<file path="src/design/tcq_pkg.sv">
package tcq_pkg;

  localparam int NUM_BASIC = 16;
  localparam int NUM_CAND  = 4;

  // palette_mode codes; bit 1 set means passthrough
  localparam logic [1:0] MODE_BASIC = 2'd0;
  localparam logic [1:0] MODE_CUBE  = 2'd1;
  localparam int         PASS_BIT   = 1;

  localparam logic [7:0] CUBE_BASE   = 8'd16;
  localparam logic [7:0] GREY_BASE   = 8'd232;
  localparam logic [7:0] HIGH_OFFSET = 8'd52;
  localparam logic [12:0] SCALE_RND  = 13'd12;

  // fixed 16-entry xterm palette, 0xRRGGBB
  localparam logic [NUM_BASIC-1:0][23:0] BASIC_PALETTE = {
    24'hffffff, 24'h00ffff, 24'hff00ff, 24'h5c5cff,
    24'hffff00, 24'h00ff00, 24'hff0000, 24'h7f7f7f,
    24'he5e5e5, 24'h00cdcd, 24'hcd00cd, 24'h0000ee,
    24'hcdcd00, 24'h00cd00, 24'hcd0000, 24'h000000
  };

  typedef logic [17:0] dist_t;

  typedef struct packed {
    dist_t      sqd;
    logic [3:0] idx;
  } cand_t;

  // stage 1: all 16 distances plus scaled channels
  typedef struct packed {
    logic [1:0]                 mode;
    logic [23:0]                pix;
    dist_t [NUM_BASIC-1:0]      sqd;
    logic [4:0]                 rs;
    logic [4:0]                 gs;
    logic [4:0]                 bs;
  } s1_t;

  // stage 2: four surviving candidates plus 256-color code
  typedef struct packed {
    logic [1:0]                 mode;
    logic [23:0]                pix;
    cand_t [NUM_CAND-1:0]       cand;
    logic [7:0]                 cube;
  } s2_t;

  function automatic logic [15:0] sq_diff(input logic [7:0] a, input logic [7:0] b);
    logic [7:0]  d;
    logic [15:0] p;
    d = (a > b) ? (a - b) : (b - a);
    p = d * d;
    return p;
  endfunction

  // (v*24 + 12) >> 8, result 0..23
  function automatic logic [4:0] scale24(input logic [7:0] v);
    logic [12:0] t;
    t = {1'b0, v, 4'b0} + {2'b0, v, 3'b0} + SCALE_RND;
    return t[12:8];
  endfunction

  // keep the left (lower index) entry unless the right one is strictly closer
  function automatic cand_t pick(input cand_t a, input cand_t b);
    return (b.sqd < a.sqd) ? b : a;
  endfunction

endpackage

</file>
<file path="src/design/tcq_dist.sv">
module tcq_dist (
  input  logic          clk,
  input  logic          rst_n,
  input  logic          en,
  input  logic          in_valid,
  input  logic [23:0]   in_data,
  input  logic [1:0]    mode,
  output logic          s1_valid,
  output tcq_pkg::s1_t  s1
);
  import tcq_pkg::*;

  logic       valid_r;
  s1_t        s1_r;
  s1_t        s1_nxt;
  logic [7:0] red;
  logic [7:0] green;
  logic [7:0] blue;

  assign red   = in_data[7:0];
  assign green = in_data[15:8];
  assign blue  = in_data[23:16];

  // squared distance to every palette entry, in parallel
  always_comb begin
    s1_nxt.mode = mode;
    s1_nxt.pix  = {red, green, blue};
    for (int k = 0; k < NUM_BASIC; k++) begin
      s1_nxt.sqd[k] = {2'b0, sq_diff(BASIC_PALETTE[k][23:16], red)}
                    + {2'b0, sq_diff(BASIC_PALETTE[k][15:8], green)}
                    + {2'b0, sq_diff(BASIC_PALETTE[k][7:0], blue)};
    end
    s1_nxt.rs = scale24(red);
    s1_nxt.gs = scale24(green);
    s1_nxt.bs = scale24(blue);
  end

  always_ff @(posedge clk) begin
    if (!rst_n) begin
      valid_r <= 1'b0;
    end else if (en) begin
      valid_r <= in_valid;
    end
  end

  always_ff @(posedge clk) begin
    if (en) begin
      s1_r <= s1_nxt;
    end
  end

  assign s1_valid = valid_r;
  assign s1       = s1_r;

endmodule

</file>
<file path="src/design/tcq_reduce.sv">
module tcq_reduce (
  input  logic          clk,
  input  logic          rst_n,
  input  logic          en,
  input  logic          s1_valid,
  input  tcq_pkg::s1_t  s1,
  output logic          s2_valid,
  output tcq_pkg::s2_t  s2
);
  import tcq_pkg::*;

  logic       valid_r;
  s2_t        s2_r;
  s2_t        s2_nxt;
  cand_t      c0;
  cand_t      c1;
  cand_t      c2;
  cand_t      c3;
  logic [2:0] r4;
  logic [2:0] g4;
  logic [2:0] b4;
  logic       grey;

  always_comb begin
    c0 = '0;
    c1 = '0;
    c2 = '0;
    c3 = '0;
    s2_nxt.mode = s1.mode;
    s2_nxt.pix  = s1.pix;

    // first two levels of the min tree: 16 -> 4
    for (int g = 0; g < NUM_CAND; g++) begin
      c0.sqd = s1.sqd[4*g];
      c0.idx = 4'(4*g);
      c1.sqd = s1.sqd[4*g+1];
      c1.idx = 4'(4*g+1);
      c2.sqd = s1.sqd[4*g+2];
      c2.idx = 4'(4*g+2);
      c3.sqd = s1.sqd[4*g+3];
      c3.idx = 4'(4*g+3);
      s2_nxt.cand[g] = pick(pick(c0, c1), pick(c2, c3));
    end

    // grey when scaled channels agree above the low two bits
    r4   = s1.rs[4:2];
    g4   = s1.gs[4:2];
    b4   = s1.bs[4:2];
    grey = (r4 == g4) && (g4 == b4);
    if (grey) begin
      s2_nxt.cube = GREY_BASE + {3'b0, s1.rs};
    end else begin
      s2_nxt.cube = CUBE_BASE + 8'(r4) * 8'd36 + 8'(g4) * 8'd6 + 8'(b4);
    end
  end

  always_ff @(posedge clk) begin
    if (!rst_n) begin
      valid_r <= 1'b0;
    end else if (en) begin
      valid_r <= s1_valid;
    end
  end

  always_ff @(posedge clk) begin
    if (en) begin
      s2_r <= s2_nxt;
    end
  end

  assign s2_valid = valid_r;
  assign s2       = s2_r;

endmodule

</file>
<file path="src/design/tcq_final.sv">
module tcq_final (
  input  logic          clk,
  input  logic          rst_n,
  input  logic          en,
  input  logic          s2_valid,
  input  tcq_pkg::s2_t  s2,
  output logic          out_valid,
  output logic [23:0]   out_code
);
  import tcq_pkg::*;

  logic        valid_r;
  logic [23:0] code_r;
  logic [23:0] code_nxt;
  cand_t       best;
  logic [7:0]  basic;

  always_comb begin
    // last two levels of the min tree: 4 -> 1
    best = pick(pick(s2.cand[0], s2.cand[1]), pick(s2.cand[2], s2.cand[3]));
    // bright half of the palette maps to codes 60..67
    basic = best.idx[3] ? ({4'b0, best.idx} + HIGH_OFFSET) : {4'b0, best.idx};

    priority if (s2.mode[PASS_BIT]) begin
      code_nxt = s2.pix;
    end else if (s2.mode == MODE_CUBE) begin
      code_nxt = {16'b0, s2.cube};
    end else begin
      code_nxt = {16'b0, basic};
    end
  end

  always_ff @(posedge clk) begin
    if (!rst_n) begin
      valid_r <= 1'b0;
    end else if (en) begin
      valid_r <= s2_valid;
    end
  end

  always_ff @(posedge clk) begin
    if (en) begin
      code_r <= code_nxt;
    end
  end

  assign out_valid = valid_r;
  assign out_code  = code_r;

endmodule

</file>
<file path="src/design/terminal_color_quantizer_top.sv">
// RGB pixel to terminal color code converter.
// in_*  : pixel requests, in_tdata = {blue, green, red} (red in bits 7:0).
// out_* : one color code per pixel, in the same order, in out_tdata[23:0].
// cfg_* : palette_mode write (0 nearest of 16 colors, 1 cube and grey,
//         2 or 3 passthrough); cfg_ready is always high. Write it only
//         while no pixel is in flight.
// An accepted request reaches out_tvalid through the three-stage pipeline
// (distances, 16->4 min tree, 4->1 min tree with output register), which
// takes one pixel per cycle when the output is not stalled.
// Reset (rst_n low, synchronous) empties the pipeline and sets palette_mode
// to 0. When the receiver holds out_tready low with a result waiting, all
// stages freeze and in_tready drops; bubbles in the pipe still let a request
// in as long as the output register is empty or being taken.
module terminal_color_quantizer_top (
  input  logic        clk,
  input  logic        rst_n,
  input  logic        in_tvalid,
  output logic        in_tready,
  input  logic [23:0] in_tdata,   // [7:0] red, [15:8] green, [23:16] blue
  output logic        out_tvalid,
  input  logic        out_tready,
  output logic [23:0] out_tdata,  // [23:0] color_code
  input  logic        cfg_valid,
  output logic        cfg_ready,
  input  logic [1:0]  cfg_data    // [1:0] palette_mode
);
  import tcq_pkg::*;

  logic [1:0] mode_r;
  logic       en;
  logic       s1_valid;
  s1_t        s1;
  logic       s2_valid;
  s2_t        s2;

  // configuration register
  always_ff @(posedge clk) begin
    if (!rst_n) begin
      mode_r <= MODE_BASIC;
    end else if (cfg_valid) begin
      mode_r <= cfg_data;
    end
  end

  assign cfg_ready = 1'b1;

  // global advance: output register empty or being taken
  assign en        = !out_tvalid || out_tready;
  assign in_tready = en;

  tcq_dist u_dist (
    .clk      (clk),
    .rst_n    (rst_n),
    .en       (en),
    .in_valid (in_tvalid),
    .in_data  (in_tdata),
    .mode     (mode_r),
    .s1_valid (s1_valid),
    .s1       (s1)
  );

  tcq_reduce u_reduce (
    .clk      (clk),
    .rst_n    (rst_n),
    .en       (en),
    .s1_valid (s1_valid),
    .s1       (s1),
    .s2_valid (s2_valid),
    .s2       (s2)
  );

  tcq_final u_final (
    .clk       (clk),
    .rst_n     (rst_n),
    .en        (en),
    .s2_valid  (s2_valid),
    .s2        (s2),
    .out_valid (out_tvalid),
    .out_code  (out_tdata)
  );

endmodule

</file>
<file path="config.mk">
export PLATFORM = sky130hd
export DESIGN_NAME = terminal_color_quantizer_top
export DESIGN_NICKNAME = d
export VERILOG_FILES = /design/src/design/tcq_pkg.sv /design/src/design/tcq_dist.sv /design/src/design/tcq_reduce.sv /design/src/design/tcq_final.sv /design/src/design/terminal_color_quantizer_top.sv
export SDC_FILE = /design/constraint.sdc
export NUM_CORES = 2
export LEC_CHECK = 0
export BUFFER_PORTS_ARGS = -buffer_cell sky130_fd_sc_hd__buf_2
export CAP_MARGIN = 20
export CORE_UTILIZATION = 60
export DETAILED_ROUTE_END_ITERATION = 7
export GPL_ROUTABILITY_DRIVEN = 0
export GPL_TIMING_DRIVEN = 0
export HOLD_SLACK_MARGIN = 0.02
export PLACE_DENSITY = 0.78
export SETUP_SLACK_MARGIN = 0.4
export SLEW_MARGIN = 25
export SYNTH_ARGS = -nofsm -noshare
export SYNTH_HDL_FRONTEND = slang
export SYNTH_SLANG_ARGS = --single-unit
</file>
<file path="constraint.sdc">
create_clock -name clk -period 19.97 [get_ports clk]
set_clock_uncertainty 0.2 [all_clocks]
set_input_delay 2.9955 -clock clk [delete_from_list [all_inputs] [get_ports clk]]
set_output_delay 2.9955 -clock clk [all_outputs]
set_load 0.01 [all_outputs]
</file>
==> summary.md <==
| Metric | Value |
|---|---|
| Die area | `0.1163 mm^2` |
| Synth area leaders | `ha_1 21%, edfxtp_1 20%, fa_1 17%, inv_1 6.6%, xnor2_1 5.3%` |
| CP startpoint kind | `input port` |
| F_max | `63.29 MHz` |
| DP Cell Count | `between 9000 and 10000` |
| PortBufs | `56` |
| Synth Flop Type | `edfxtp_1` |
| Vias per inst | `5.992` |
| Gate Count Post-Synth | `around 7400` |
| Top cells by count, synth | `1212 x inv_1, 1180 x ha_1, 721 x nor2_1, 589 x fa_1, 474 x a21oi_1` |
| Initial DRC count | `5523` |
| Nets | `around 9400` |
| Initial antenna violation count | `4` |
| Routed Antenna Nets | `0` |
| Crit Path Class | `input port to register` |
| Routed WL | `just under 200000 um` |
| #FFs+latches synth | `around 460` |
| Slew margin rel. | `0.1943` |
| Post-Synth Adder-Cell Area | `0.3851` |
| Final worst-path cycle share | `0.7913` |
| Crit path required time | `approximately 20000 ps` |
| Slowest stage delay, CP | `720 ps` |
| Max-slew violations | `0` |
| Synth Area in Compound Gates | `0.1220` |
| RSZ-0062 raised after global routing | `no` |
| Worst Max-Slew Pin Slew | `roughly 1200 ps` |
| Total clock buffers created by CTS | `between 50 and 60` |
| Routed len/inst | `about 21 um` |
| Post-CTS setup buffer count | `0` |
| Hold Path Class | `register to register` |
| Clock Latency Late Sink | `roughly 690 ps` |
| Pin count of the biggest net entering global routing | `between 50 and 60` |
| Core area | `between 0.1 and 0.15 mm^2` |
| CP endpoint kind | `register` |
| Minimum clock period | `15800 ps` |
| Clock Sink Count | `about 460` |
| FILL cells | `between 9000 and 10000` |
| Syn Area/Cell | `9.270 um^2` |
| GRT Util Overall | `0.3325` |
| Ports | `58` |
| Share of the synthesized area in the top cell type | `0.2141` |
| Worst Path Arrival | `15930 ps` |
| First-pass detailed-route iteration total | `8` |
| Vert. Die Dim | `about 340 um` |
| Clock Tree Buf Depth | `3` |
| H-Tree Depth | `2` |
| Chip width | `about 340 um` |
| Starting Density | `0.6039` |
| Synth Area in XOR/XNOR | `0.07375` |
| Max stage delay cell, worst path | `xnor2_1` |
| CTS clk-pin slew, worst paths | `60 ps` |
| Vias | `roughly 55000` |
| Gr ovfl total | `0` |
| PostCTS Resize Cnt | `0` |
| Drt drc | `0` |
| Post-synth EDFFs | `450` |
| CTS tree | `built` |
| Final HPWL DP | `163700 um` |
| Mux contribution to synthesized area | `0.03146` |
| Area Growth Syn to Fin | `6.542%` |
| Yosys warning count | `0` |
| # rows | `approximately 120` |
| Async SR Flop Fraction | `0` |
| Status | `finished clean` |
| First-pass GRT wire length | `between 200000 and 300000 um` |
| Simple-gate share of the synthesized area | `0.1153` |
| Total of max-cap violations | `0` |
| Hold Violations, Final | `0` |
| Sequential fraction of the synthesis area | `0.1974` |
| Post-Layout Cell Count | `a little over 9000` |
| Largest area contributor in the netlist | `ha_1` |
| Most common cell in the synthesized netlist | `inv_1` |
| Critical path fanouts, max | `15` |
| Largest family of logic cells by synthesized area | `adder cells` |
| CTS Root Buffer Type | `clkbuf_16` |
| # setup viols final | `0` |
| Hold_buf cts | `0` |
| Mapped Area | `between 0.06 and 0.07 mm^2` |
| Share of cells above drive strength 1 | `0.04482` |
| Vias in the first global route | `53716` |
| Unique cell type count in the Yosys netlist | `between 90 and 100` |
==> layout make-up <==
class | count | area (um^2) | area share
Antenna cell | 3 | 7.507 | 0.0001022
Clock inverter | 38 | 292.8 | 0.003985
Multi-Input combinational cell | 5648 | 50490 | 0.6872
Tap cell | 1512 | 1892 | 0.02575
Sequential cell | 455 | 13610 | 0.1853
Clock buffer | 62 | 1360 | 0.01851
Timing Repair Buffer | 75 | 646.9 | 0.008804
Buffer | 124 | 560.5 | 0.007629
Inverter | 1229 | 4613 | 0.06279
==> registers in the layout, indices dropped and copies added, names as in the netlist <==
name               count
u_reduce.s2_valid      1
mode_r                 2
u_final.out_valid      1
u_final.out_code      24
u_dist.s1_valid        1
u_dist.s1            312
u_reduce.s2          114
==> worst max-delay path, delay by kind of cell <==
kind	cells	cell delay, ps
AOI/OAI and AO/OA	8	1620
xor gates and xnor gates	3	1560
adders and majority gates	13	5950
buffers and inverters	16	3530
and+or+nand+nor	2	220
==> layout by cell type (no fill, tap or decap), types with 43 or more instances in the layout <==
cell / netlist / routed
o21a_1: 74 / 74
buf_2: 19 / 75
o21ai_0: 229 / 227
nand3_1: 103 / 103
a31oi_1: 49 / 49
nor3_1: 117 / 116
a211oi_1: 47 / 47
a21o_1: 165 / 165
nand4_1: 48 / 48
clkbuf_16: 0 / 53
mux2i_1: 195 / 193
clkbuf_1: 81 / 86
a21oi_1: 474 / 474
xnor2_1: 421 / 397
nor2b_1: 93 / 93
ha_1: 1180 / 1180
xor2_1: 156 / 151
and2_1: 43 / 43
inv_1: 1212 / 1212
edfxtp_1: 450 / 450
and3_1: 51 / 51
or2_2: 57 / 57
nor2_1: 721 / 719
nand2b_1: 84 / 83
nand2_1: 361 / 361
fa_1: 589 / 589
o21bai_1: 44 / 44
==> stage by stage <==
step,instance area (um^2),TNS [ps],hold WS (ps),utilization,setup WS [ps]
detailed placement,71770,0,204.5,0.6285,3812
floorplan,69030,0,200.3,-,2902
global placement,71200,-2506,200.2,0.6235,-2506
global route,73470,0,221.0,0.6434,3827
finish,73470,0,217.1,0.6434,4169
CTS,73430,0,217.0,0.6430,4481
==> path summary, 6_finish.rpt <==
kind / slack (ps) / endpoint / cells after the start / from
hold / removal: 220 / u_reduce.s2[120] / 0 / u_dist.s1[327]
setup reg to reg: 13370 / u_reduce.s2[69] / 22 / u_dist.s1[161]
hold reg to reg: 220 / u_reduce.s2[120] / 0 / u_dist.s1[327]
setup / recovery: 4170 / u_dist.s1[158] / 42 / in_tdata[0]
==> per-layer routing <==
layer / GRT usage / routed length [um] / up-vias
li1: - / - / 25394
met1: 0.4252 / 76080 / 26261
met2: 0.5176 / 85010 / 2515
met3: 0.05604 / 18050 / 629
met4: 0.2258 / 15480 / 0
met5: 0 / 0 / -
==> logic make-up (layout without fill, tap and decap cells) <==
group / after synthesis / after routing
and+or+nand+nor: 1742 / 1742
DFF: 455 / 455
other: 2 / 22
muxes: 214 / 214
AOI/OAI and AO/OA: 1325 / 1325
xor gates and xnor gates: 579 / 579
buffers and inverters: 1353 / 1528
adders and majority gates: 1769 / 1769
Power is not shown: default switching activity piles up to over one toggle a cycle in this logic, so the estimate is an artifact.
